**config.mk**
```make
export PLATFORM = sky130hd
export DESIGN_NAME = lane_segment_select
export DESIGN_NICKNAME = d
export VERILOG_FILES = /design/src/hw/rtl/lss_pkg.sv /design/src/hw/rtl/lane_segment_select.sv
export SDC_FILE = /design/constraint.sdc
export NUM_CORES = 2
export LEC_CHECK = 0
export ABC_AREA = 1
export BUFFER_PORTS_ARGS = -buffer_cell sky130_fd_sc_hd__buf_2
export CORE_MARGIN = 3
export CORE_UTILIZATION = 53
export CTS_CLUSTER_SIZE = 40
export DETAILED_ROUTE_END_ITERATION = 8
export PLACE_DENSITY = 0.69
export RECOVER_POWER = 100
export SETUP_SLACK_MARGIN = 0.4
export SLEW_MARGIN = 20
export SYNTH_ARGS = -nofsm -noshare
export SYNTH_HDL_FRONTEND = slang
export SYNTH_SLANG_ARGS = --single-unit
```
**constraint.sdc**
```tcl
create_clock -name clk -period 10.6 [get_ports clk]
set_clock_uncertainty 0.2 [all_clocks]
set_input_delay 1.06 -clock clk [delete_from_list [all_inputs] [get_ports clk]]
set_output_delay 1.06 -clock clk [all_outputs]
set_load 0.02 [all_outputs]
```
**src/hw/rtl/lss_pkg.sv**
```systemverilog
package lss_pkg;

  // Endpoint coordinate width and configuration register width
  localparam int COORD_BITS = 12;
  localparam int REG_W      = 13;

  // Configuration register indexes
  localparam int CFG_IDX_W = 2;
  localparam logic [CFG_IDX_W-1:0] CFG_FRAME_WIDTH  = CFG_IDX_W'(0);
  localparam logic [CFG_IDX_W-1:0] CFG_FRAME_HEIGHT = CFG_IDX_W'(1);

  localparam logic [REG_W-1:0] FRAME_WIDTH_RST  = REG_W'(640);
  localparam logic [REG_W-1:0] FRAME_HEIGHT_RST = REG_W'(480);

  // Centered, doubled coordinates: X = 2x - w, Y = 2y - 2h
  localparam int MAXC_W = (COORD_BITS > REG_W) ? COORD_BITS : REG_W;
  localparam int X_W    = MAXC_W + 2;
  // Endpoint difference, quarter compare, scaled slope term
  localparam int D_W    = COORD_BITS + 1;
  localparam int CMP_W  = MAXC_W + 3;
  localparam int SL_W   = COORD_BITS + 4;
  // |cross|, squared length, shared multiplier and accumulators
  localparam int CR_W   = 2 * X_W - 2;
  localparam int LEN_W  = 2 * COORD_BITS + 1;
  localparam int MUL_W  = CR_W + 1;
  localparam int PROD_W = 2 * MUL_W;
  localparam int SQ_W   = 2 * CR_W;
  localparam int HALF_W = CR_W;
  localparam int PP_W   = HALF_W + LEN_W;
  localparam int ACC_W  = SQ_W + LEN_W;
  localparam int SEG_W  = 4 * COORD_BITS;

  // Stream word layouts
  localparam int IN_DATA_W  = ((SEG_W + 7) / 8) * 8;
  localparam int SIDE_W     = 1 + SEG_W;
  localparam int OUT_BITS   = 2 * SIDE_W;
  localparam int OUT_DATA_W = ((OUT_BITS + 7) / 8) * 8;

  typedef enum logic [3:0] {
    ST_IDLE,
    ST_SEL,
    ST_CR0,
    ST_CR1,
    ST_LEN0,
    ST_LEN1,
    ST_SQ0,
    ST_SQ1,
    ST_PA0,
    ST_PA1,
    ST_PB0,
    ST_PB1,
    ST_DECIDE,
    ST_FLUSH
  } state_t;

endpackage

```
**src/hw/rtl/lane_segment_select.sv**
```systemverilog
// A segment word runs through ST_SEL and, unless the side, slope or degenerate checks drop it there,
//   through the cross, length, square and product steps to ST_DECIDE before the next word is taken.
// An end-of-frame word reaches out_tvalid through ST_FLUSH and the result register, later while the previous result
//   still waits on out_tready. The single shared 29x29 multiplier serves every product step.
// Reset (rst_n low, synchronous): frame 640x480, both stored choices empty, no result pending.
module lane_segment_select (
  input  logic                                 clk,
  input  logic                                 rst_n,
  // segment channel
  input  logic                                 in_tvalid,
  output logic                                 in_tready,
  // start_x, start_y, end_x, end_y (lowest bits first)
  input  logic [lss_pkg::IN_DATA_W-1:0]        in_tdata,
  // kind: 0 = segment, 1 = end of frame
  input  logic                                 in_tuser,
  // result channel
  output logic                                 out_tvalid,
  input  logic                                 out_tready,
  // left_found, left_start_x, left_start_y, left_end_x, left_end_y,
  // right_found, right_start_x, right_start_y, right_end_x, right_end_y, zero pad
  output logic [lss_pkg::OUT_DATA_W-1:0]       out_tdata,
  // configuration write
  input  logic                                 cfg_valid,
  output logic                                 cfg_ready,
  input  logic [lss_pkg::CFG_IDX_W-1:0]        cfg_index,
  input  logic [lss_pkg::REG_W-1:0]            cfg_data
);

  localparam int C = lss_pkg::COORD_BITS;

  lss_pkg::state_t state_r, state_nxt;

  // configuration
  logic [lss_pkg::REG_W-1:0] width_r, height_r;

  // current segment
  logic [C-1:0] x1_r, y1_r, x2_r, y2_r;
  logic signed [lss_pkg::D_W-1:0] dx_r, dy_r;
  logic left_r, right_r;

  // shared multiplier
  logic signed [lss_pkg::MUL_W-1:0]  mul_a, mul_b;
  logic signed [lss_pkg::PROD_W-1:0] prod_r;

  // distance terms
  logic signed [lss_pkg::CR_W:0]   t_r;
  logic [lss_pkg::CR_W-1:0]        c_r;
  logic [lss_pkg::LEN_W-1:0]       len_r;
  logic [lss_pkg::SQ_W-1:0]        sqa_r, sqb_r;
  logic [lss_pkg::ACC_W-1:0]       acca_r, accb_r;

  // per-side best
  logic [lss_pkg::SEG_W-1:0]       lseg_r, rseg_r;
  logic [lss_pkg::CR_W-1:0]        lcross_r, rcross_r;
  logic [lss_pkg::LEN_W-1:0]       llen_r, rlen_r;
  logic                            lhave_r, rhave_r;

  // result register
  logic                            out_valid_r;
  logic [lss_pkg::OUT_DATA_W-1:0]  out_data_r;

  // input fields
  logic [C-1:0] in_x1, in_y1, in_x2, in_y2;
  logic         in_acc, out_free;

  assign in_x1 = in_tdata[C-1:0];
  assign in_y1 = in_tdata[2*C-1:C];
  assign in_x2 = in_tdata[3*C-1:2*C];
  assign in_y2 = in_tdata[4*C-1:3*C];

  assign in_tready  = (state_r == lss_pkg::ST_IDLE);
  assign in_acc     = in_tvalid && in_tready;
  assign out_tvalid = out_valid_r;
  assign out_tdata  = out_data_r;
  assign cfg_ready  = 1'b1;
  assign out_free   = !out_valid_r || out_tready;

  // Left quarter: 4x < w. Right quarter: 4x > 3w.
  logic [lss_pkg::CMP_W-1:0] w_ext, w3, q1, q2;
  logic in_left, in_right;

  assign w_ext    = lss_pkg::CMP_W'(width_r);
  assign w3       = w_ext + (w_ext << 1);
  assign q1       = lss_pkg::CMP_W'(in_x1) << 2;
  assign q2       = lss_pkg::CMP_W'(in_x2) << 2;
  assign in_left  = (q1 < w_ext) || (q2 < w_ext);
  assign in_right = (q1 > w3) || (q2 > w3);

  // Centered doubled endpoints relative to the bottom-center point
  logic signed [lss_pkg::X_W-1:0] ax, ay, bx, by, w_s, h2_s;

  assign w_s  = signed'(lss_pkg::X_W'(width_r));
  assign h2_s = signed'(lss_pkg::X_W'(height_r) << 1);
  assign ax   = signed'(lss_pkg::X_W'(x1_r) << 1) - w_s;
  assign ay   = signed'(lss_pkg::X_W'(y1_r) << 1) - h2_s;
  assign bx   = signed'(lss_pkg::X_W'(x2_r) << 1) - w_s;
  assign by   = signed'(lss_pkg::X_W'(y2_r) << 1) - h2_s;

  // Slope above 0.2 on its side, divided through by |dx|: side * 5*dy*sgn(dx) > |dx|
  logic signed [lss_pkg::SL_W-1:0] dy5, s_term, adx;
  logic dx_nz, slope_ok, drop;

  assign dx_nz  = (dx_r != '0);
  assign dy5    = (lss_pkg::SL_W'(dy_r) <<< 2) + lss_pkg::SL_W'(dy_r);
  assign s_term = dx_r[lss_pkg::D_W-1] ? -dy5 : dy5;
  assign adx    = dx_r[lss_pkg::D_W-1] ? -lss_pkg::SL_W'(dx_r) : lss_pkg::SL_W'(dx_r);
  assign slope_ok = left_r ? (-s_term > adx) : (s_term > adx);

  assign drop = (!left_r && !right_r)
             || (dx_nz && left_r && right_r)
             || (dx_nz && !slope_ok)
             || (!dx_nz && (dy_r == '0))
             || ((ax == '0) && (ay == '0))
             || ((bx == '0) && (by == '0));

  // Values of the side the segment goes to
  logic [lss_pkg::CR_W-1:0]  best_c;
  logic [lss_pkg::LEN_W-1:0] best_l;
  logic                      best_have, closer;

  assign best_c    = left_r ? lcross_r : rcross_r;
  assign best_l    = left_r ? llen_r : rlen_r;
  assign best_have = left_r ? lhave_r : rhave_r;
  assign closer    = acca_r < accb_r;

  // cross = ax*by - ay*bx
  logic signed [lss_pkg::CR_W:0] cr_diff;
  assign cr_diff = t_r - prod_r[lss_pkg::CR_W:0];

  // Pick the shared multiplier's operands for each step
  always_comb begin
    mul_a = '0;
    mul_b = '0;
    unique case (state_r)
      lss_pkg::ST_SEL: begin
        mul_a = lss_pkg::MUL_W'(ax);
        mul_b = lss_pkg::MUL_W'(by);
      end
      lss_pkg::ST_CR0: begin
        mul_a = lss_pkg::MUL_W'(ay);
        mul_b = lss_pkg::MUL_W'(bx);
      end
      lss_pkg::ST_CR1: begin
        mul_a = lss_pkg::MUL_W'(dx_r);
        mul_b = lss_pkg::MUL_W'(dx_r);
      end
      lss_pkg::ST_LEN0: begin
        mul_a = lss_pkg::MUL_W'(dy_r);
        mul_b = lss_pkg::MUL_W'(dy_r);
      end
      lss_pkg::ST_LEN1: begin
        mul_a = signed'({1'b0, c_r});
        mul_b = signed'({1'b0, c_r});
      end
      lss_pkg::ST_SQ0: begin
        mul_a = signed'({1'b0, best_c});
        mul_b = signed'({1'b0, best_c});
      end
      lss_pkg::ST_SQ1: begin
        mul_a = signed'(lss_pkg::MUL_W'(sqa_r[lss_pkg::HALF_W-1:0]));
        mul_b = signed'(lss_pkg::MUL_W'(best_l));
      end
      lss_pkg::ST_PA0: begin
        mul_a = signed'(lss_pkg::MUL_W'(sqa_r[lss_pkg::SQ_W-1:lss_pkg::HALF_W]));
        mul_b = signed'(lss_pkg::MUL_W'(best_l));
      end
      lss_pkg::ST_PA1: begin
        mul_a = signed'(lss_pkg::MUL_W'(sqb_r[lss_pkg::HALF_W-1:0]));
        mul_b = signed'(lss_pkg::MUL_W'(len_r));
      end
      lss_pkg::ST_PB0: begin
        mul_a = signed'(lss_pkg::MUL_W'(sqb_r[lss_pkg::SQ_W-1:lss_pkg::HALF_W]));
        mul_b = signed'(lss_pkg::MUL_W'(len_r));
      end
      default: begin
        mul_a = '0;
        mul_b = '0;
      end
    endcase
  end

  // Sequencer
  always_comb begin
    state_nxt = state_r;
    unique case (state_r)
      lss_pkg::ST_IDLE: begin
        if (in_acc) begin
          state_nxt = in_tuser ? lss_pkg::ST_FLUSH : lss_pkg::ST_SEL;
        end
      end
      lss_pkg::ST_SEL:    state_nxt = drop ? lss_pkg::ST_IDLE : lss_pkg::ST_CR0;
      lss_pkg::ST_CR0:    state_nxt = lss_pkg::ST_CR1;
      lss_pkg::ST_CR1:    state_nxt = lss_pkg::ST_LEN0;
      lss_pkg::ST_LEN0:   state_nxt = lss_pkg::ST_LEN1;
      lss_pkg::ST_LEN1:   state_nxt = lss_pkg::ST_SQ0;
      lss_pkg::ST_SQ0:    state_nxt = lss_pkg::ST_SQ1;
      lss_pkg::ST_SQ1:    state_nxt = lss_pkg::ST_PA0;
      lss_pkg::ST_PA0:    state_nxt = lss_pkg::ST_PA1;
      lss_pkg::ST_PA1:    state_nxt = lss_pkg::ST_PB0;
      lss_pkg::ST_PB0:    state_nxt = lss_pkg::ST_PB1;
      lss_pkg::ST_PB1:    state_nxt = lss_pkg::ST_DECIDE;
      lss_pkg::ST_DECIDE: state_nxt = lss_pkg::ST_IDLE;
      lss_pkg::ST_FLUSH: begin
        if (out_free) begin
          state_nxt = lss_pkg::ST_IDLE;
        end
      end
      default:            state_nxt = lss_pkg::ST_IDLE;
    endcase
  end

  always_ff @(posedge clk) begin
    if (!rst_n) begin
      state_r <= lss_pkg::ST_IDLE;
    end else begin
      state_r <= state_nxt;
    end
  end

  // Configuration registers
  always_ff @(posedge clk) begin
    if (!rst_n) begin
      width_r  <= lss_pkg::FRAME_WIDTH_RST;
      height_r <= lss_pkg::FRAME_HEIGHT_RST;
    end else if (cfg_valid) begin
      if (cfg_index == lss_pkg::CFG_FRAME_WIDTH) begin
        width_r <= cfg_data;
      end
      if (cfg_index == lss_pkg::CFG_FRAME_HEIGHT) begin
        height_r <= cfg_data;
      end
    end
  end

  // Datapath: capture the segment, then walk the products through the shared unit
  always_ff @(posedge clk) begin
    prod_r <= mul_a * mul_b;
    if (in_acc) begin
      x1_r    <= in_x1;
      y1_r    <= in_y1;
      x2_r    <= in_x2;
      y2_r    <= in_y2;
      dx_r    <= signed'(lss_pkg::D_W'(in_x1)) - signed'(lss_pkg::D_W'(in_x2));
      dy_r    <= signed'(lss_pkg::D_W'(in_y1)) - signed'(lss_pkg::D_W'(in_y2));
      left_r  <= in_left;
      right_r <= in_right;
    end
    unique case (state_r)
      lss_pkg::ST_CR0:  t_r    <= prod_r[lss_pkg::CR_W:0];
      lss_pkg::ST_CR1:  c_r    <= cr_diff[lss_pkg::CR_W] ? lss_pkg::CR_W'(-cr_diff)
                                                         : lss_pkg::CR_W'(cr_diff);
      lss_pkg::ST_LEN0: len_r  <= prod_r[lss_pkg::LEN_W-1:0];
      lss_pkg::ST_LEN1: len_r  <= len_r + prod_r[lss_pkg::LEN_W-1:0];
      lss_pkg::ST_SQ0:  sqa_r  <= prod_r[lss_pkg::SQ_W-1:0];
      lss_pkg::ST_SQ1:  sqb_r  <= prod_r[lss_pkg::SQ_W-1:0];
      lss_pkg::ST_PA0:  acca_r <= lss_pkg::ACC_W'(prod_r[lss_pkg::PP_W-1:0]);
      lss_pkg::ST_PA1:  acca_r <= acca_r + {prod_r[lss_pkg::PP_W-1:0],
                                            {lss_pkg::HALF_W{1'b0}}};
      lss_pkg::ST_PB0:  accb_r <= lss_pkg::ACC_W'(prod_r[lss_pkg::PP_W-1:0]);
      lss_pkg::ST_PB1:  accb_r <= accb_r + {prod_r[lss_pkg::PP_W-1:0],
                                            {lss_pkg::HALF_W{1'b0}}};
      default: ;
    endcase
  end

  // Per-side best; the first minimum stays, a strictly closer one replaces it
  always_ff @(posedge clk) begin
    if (!rst_n) begin
      lhave_r <= 1'b0;
      rhave_r <= 1'b0;
    end else if (state_r == lss_pkg::ST_FLUSH && out_free) begin
      lhave_r <= 1'b0;
      rhave_r <= 1'b0;
    end else if (state_r == lss_pkg::ST_DECIDE && (!best_have || closer)) begin
      if (left_r) begin
        lseg_r   <= {x1_r, y1_r, x2_r, y2_r};
        lcross_r <= c_r;
        llen_r   <= len_r;
        lhave_r  <= 1'b1;
      end else begin
        rseg_r   <= {x1_r, y1_r, x2_r, y2_r};
        rcross_r <= c_r;
        rlen_r   <= len_r;
        rhave_r  <= 1'b1;
      end
    end
  end

  // Result word: each side's fields are zero when nothing was chosen
  logic [lss_pkg::SEG_W-1:0] lseg_o, rseg_o;

  assign lseg_o = lhave_r ? lseg_r : '0;
  assign rseg_o = rhave_r ? rseg_r : '0;

  always_ff @(posedge clk) begin
    if (!rst_n) begin
      out_valid_r <= 1'b0;
    end else if (state_r == lss_pkg::ST_FLUSH && out_free) begin
      out_valid_r <= 1'b1;
    end else if (out_tready) begin
      out_valid_r <= 1'b0;
    end
  end

  always_ff @(posedge clk) begin
    if (state_r == lss_pkg::ST_FLUSH && out_free) begin
      out_data_r <= lss_pkg::OUT_DATA_W'({
        rseg_o[C-1:0], rseg_o[2*C-1:C], rseg_o[3*C-1:2*C], rseg_o[4*C-1:3*C], rhave_r,
        lseg_o[C-1:0], lseg_o[2*C-1:C], lseg_o[3*C-1:2*C], lseg_o[4*C-1:3*C], lhave_r
      });
    end
  end

endmodule
```
==> reports/results.env <==
NETLIST_INSTANCES=9370
ENDPOINT='prod_r[35]$_DFF_P_'
CRIT_SLOWEST_CELL='fa_1'
GRT_REMAINING_OVERFLOW=0
CTS-HOLD-FIX-BUFFERS=0
CTS-BUFFERS-INSERTED=82
ROUTE.ANTENNA.REMAINING_NETS=0
AVGSYNTHCELLAREA_UM2=8.61
CRITPATHLAUNCH='state_r[2]$_SDFFE_PN0P_'
PERIOD_MINUS_SLACK_PS=10100
WORSTSETUPPATHTYPE='flip-flop to flip-flop'
ROUTED_VIA_DENSITY=5.60
REG2REG_TO='prod_r[35]$_DFF_P_'
WORST-R2R-CELL-COUNT=38
DRC=0
MAX_SLEW_MARGIN_PCT=-148
REQUIRED_TIME_AT_THE_ENDPOINT_OF_THE_CRITICAL_PATH_PS=10920
SYNTH-EDFF-COUNT=732
YOSYSUNIQUECELLTYPES=80
GR-MAX-USAGE-LAYER='met2'
GLOBALPLACE.CONGESTION=1.02
DRT_PASS1_ITERATIONS=7
PRE_CTS_SLACK_PS=186
CLASSIFICATION_OF_THE_WORST_SLACK_HOLD_PATH='flip-flop to flip-flop'
PATH_CLK_SLEW_PS=70
TIMING.CRITICAL_PATH.MODE_CELL='inv_1'
FINAL-MAX-SLEW-VIOLATION-COUNT=940
FINAL_NET_COUNT=11300
CTS_SINKS=821
FLOORPLAN.DIE.WIDTH_UM=396
CLOCK_TREE.ROOT_CELL='clkbuf_16'
DESIGN.DIE.AREA_UM2=157000
RSZ_0062_RAISED_AFTER_GLOBAL_ROUTING='false'
CLK_LAT_WORST_SKEW_PS=690
GRT_USE_MET2_PCT=53.9
PLACEMENT.IO_BUFFERS=168
MAXCLOCKFREQUENCY_MHz=99.0
TRITONCTS='yes'
YOSYSWARNINGCOUNT=0
FAILING_CHECKS='max-capacitance violations, max-slew violations'
ASYNCSETRESETFLOPFRACSYNTH_PCT=0
DRIVE_GT1_SHARE_PCT=6.07
CRITICAL-PATH-MAX-STAGE-DELAY_PS=610
DETAIL_ROUTE.ITER0.VIOLATIONS=6737
YOSYS_REG_BITS=821
CRIT_ARRIVAL_PS=10420
SETUP_SLACK_PS=503
DIE_H_UM=396
GLOBAL_ROUTE.USAGE.MET1_PCT=50.4
STATUS='complete, but fails checks'
POST_DRT_WL_PER_CELL_UM=23.5
FINALSETUPVIOLCOUNT=0
SYNTH_TOP_FLOP_CELL='edfxtp_1'
CRIT_FANOUT=19
FIRST_GLOBAL_VIAS=65600
ROUTE.VIAS.TOTAL=66200
SYNTH_SEQ_AREA_SHARE_PCT=29.5
NUMBER_OF_ANTENNA_VIOLATIONS_AT_THE_FIRST_CHECK_IN_GLOBAL_ROUTING=11
HOLD_PATH_DEPTH=0
WORST-SLEW-PIN-TRANSITION_PS=3710
DRT_WL_TOTAL_UM=278000
CLK_PATH_BUF_DEPTH=3
NETLIST_AREA_BEFORE_PLACEMENT_UM2=80600
CP-START-KIND='flip-flop'
GROUTE.LAYER.MET3.USAGE_PCT=6.76
HOLD_VIOLATIONS=0
CRIT_PATH_END_KIND='flip-flop'
CLOCK_TREE.HTREE_LEVEL_COUNT=3
GRT_FIRST_PASS_WIRELENGTH_UM=414000
DPL.HPWL_UM=228000
AREA_GROWTH_SYNTH_TO_FINISH_PCT=9.71
INITIAL_UTILIZATION_PCT=53.6
FIN_SETUP_TNS_PS=0
TIMING.REG2REG.SETUP_SLACK_PS=500
POST-ROUTE-PERIOD-UTIL_PCT=95.3
PIN_COUNT_OF_THE_BIGGEST_NET_ENTERING_GLOBAL_ROUTING=90
GRT_USE_TOTAL_PCT=35.5
CRIT-REG2REG-LAUNCH='state_r[2]$_SDFFE_PN0P_'
MAXCAPVIOLCOUNT=22
ROW_COUNT=142
FP.COREAREA_UM2=150000
IO_PINS=176
==> worst max-delay path: cells and delay by family (launching register included) <==
family / cells / cell delay, ps
AND/OR/NAND/NOR: 8 / 1430
adder cells (fa/ha/maj): 9 / 4480
buffers and inverters: 14 / 1630
XOR/XNOR: 1 / 370
AO/OA/AOI/OAI: 6 / 1430
flip-flops: 1 / 360
==> cell usage after synthesis (13+ instances only) <==
cell | n | area [um^2]
buf_2 | 130 | 651
o21ai_0 | 344 | 1720
nor2_2 | 17 | 106
a31oi_1 | 38 | 238
inv_2 | 31 | 116
nand2_1 | 1942 | 7290
a21boi_0 | 20 | 150
ha_1 | 583 | 7290
nor3_1 | 62 | 310
o21a_1 | 27 | 203
a221oi_1 | 27 | 236
clkbuf_1 | 57 | 214
dfxtp_1 | 89 | 1780
edfxtp_1 | 732 | 22000
or2_2 | 29 | 181
o21bai_1 | 38 | 285
and3_1 | 13 | 81.3
xor2_1 | 129 | 1130
nor4_1 | 18 | 113
xnor2_1 | 89 | 780
nand3_1 | 287 | 1440
a21o_1 | 36 | 270
o41ai_1 | 13 | 114
nor2_1 | 837 | 3140
a21oi_1 | 463 | 2320
o211ai_1 | 40 | 300
nand4_1 | 105 | 657
a22o_1 | 30 | 263
buf_4 | 23 | 173
inv_1 | 2058 | 7720
fa_1 | 893 | 17900
==> per-layer routing <==
metal	vias to the layer above	share of wire [%]
met1	32400	42
met5	-	0.0047
met2	3070	43
met3	510	9.9
li1	30300	-
met4	2	4.6
==> flip-flops by register name, summed over array words and instances (netlist names), 25 cells and up <==
signal and count:
len_r 25, c_r 28, sqa_r 56, rseg_r 48
llen_r 25, accb_r 81, sqb_r 56, out_tdata 98
acca_r 81, rcross_r 28, t_r 29, rlen_r 25
prod_r 56, lseg_r 48, lcross_r 28
==> layout make-up <==
cell class	count	area [um^2]
Fill cell	13700	62000
Multi-Input combinational cell	6243	48300
Sequential cell	821	23800
Inverter	2097	7970
Timing Repair Buffer	502	3180
Tap cell	2016	2520
Clock buffer	101	2200
Clock inverter	48	520
Timing Repair inverter	1	7.51
Antenna cell	1	2.50
==> metrics by stage <==
| step | util (%) | cells | hold WS, ps | area [um^2] |
|---|---|---|---|---|
| 2_1_floorplan | - | 9381 | 204 | 80700 |
| 3_3_place_gp | 56.8 | 11600 | 210 | 85400 |
| 3_5_place_dp | 56.8 | 11600 | 216 | 85400 |
| 4_1_cts | 58.6 | 11800 | 234 | 88200 |
| 5_1_grt | 58.8 | 11800 | 244 | 88500 |
| 6_report | 58.8 | 11800 | 236 | 88500 |
==> worst min path at each step <==
stage	startpoint	end	slack (ps)
after CTS	prod_r[54]$_DFF_P_	sqa_r[54]$_DFFE_PP_	230
after global placement	prod_r[54]$_DFF_P_	sqa_r[54]$_DFFE_PP_	210
after detailed placement	prod_r[54]$_DFF_P_	sqa_r[54]$_DFFE_PP_	220
final	prod_r[54]$_DFF_P_	sqa_r[54]$_DFFE_PP_	240
after global routing	prod_r[54]$_DFF_P_	sqb_r[54]$_DFFE_PP_	240
after floorplan	prod_r[53]$_DFF_P_	sqa_r[53]$_DFFE_PP_	200
==> cell families (layout without fill, tap and decap cells) <==
logic type	after synthesis	count (layout)	synth area share, %
buffers and inverters	2318	2749	11.1
DFF	821	821	29.5
xor gates and xnor gates	219	219	2.39
other	2	14	0.00931
and+or+nand+nor	3364	3365	17.2
adders and majority gates	1476	1476	31.2
AOI/OAI and AO/OA	1170	1170	8.53
==> cell usage in the layout (no fill, tap or decap), types with 235 or more instances in the layout <==
cell,synthesis,final
inv_1,2058,2042
nand2_1,1942,1939
fa_1,893,889
nor2_1,837,837
edfxtp_1,732,732
ha_1,583,576
a21oi_1,463,456
o21ai_0,344,344
nand3_1,287,280
buf_4,23,236
clkbuf_1,57,235
==> timing repair <==
item                       CTS  global route
gates cloned                 0             3
buffers inserted             0            35
setup endpoints to repair    9            29
gates resized for setup      9           109
pin swaps                    1            10
Power is left out: the tool's default activity adds up to more than one toggle a clock period on the data nets, which glitch-free logic cannot reach.
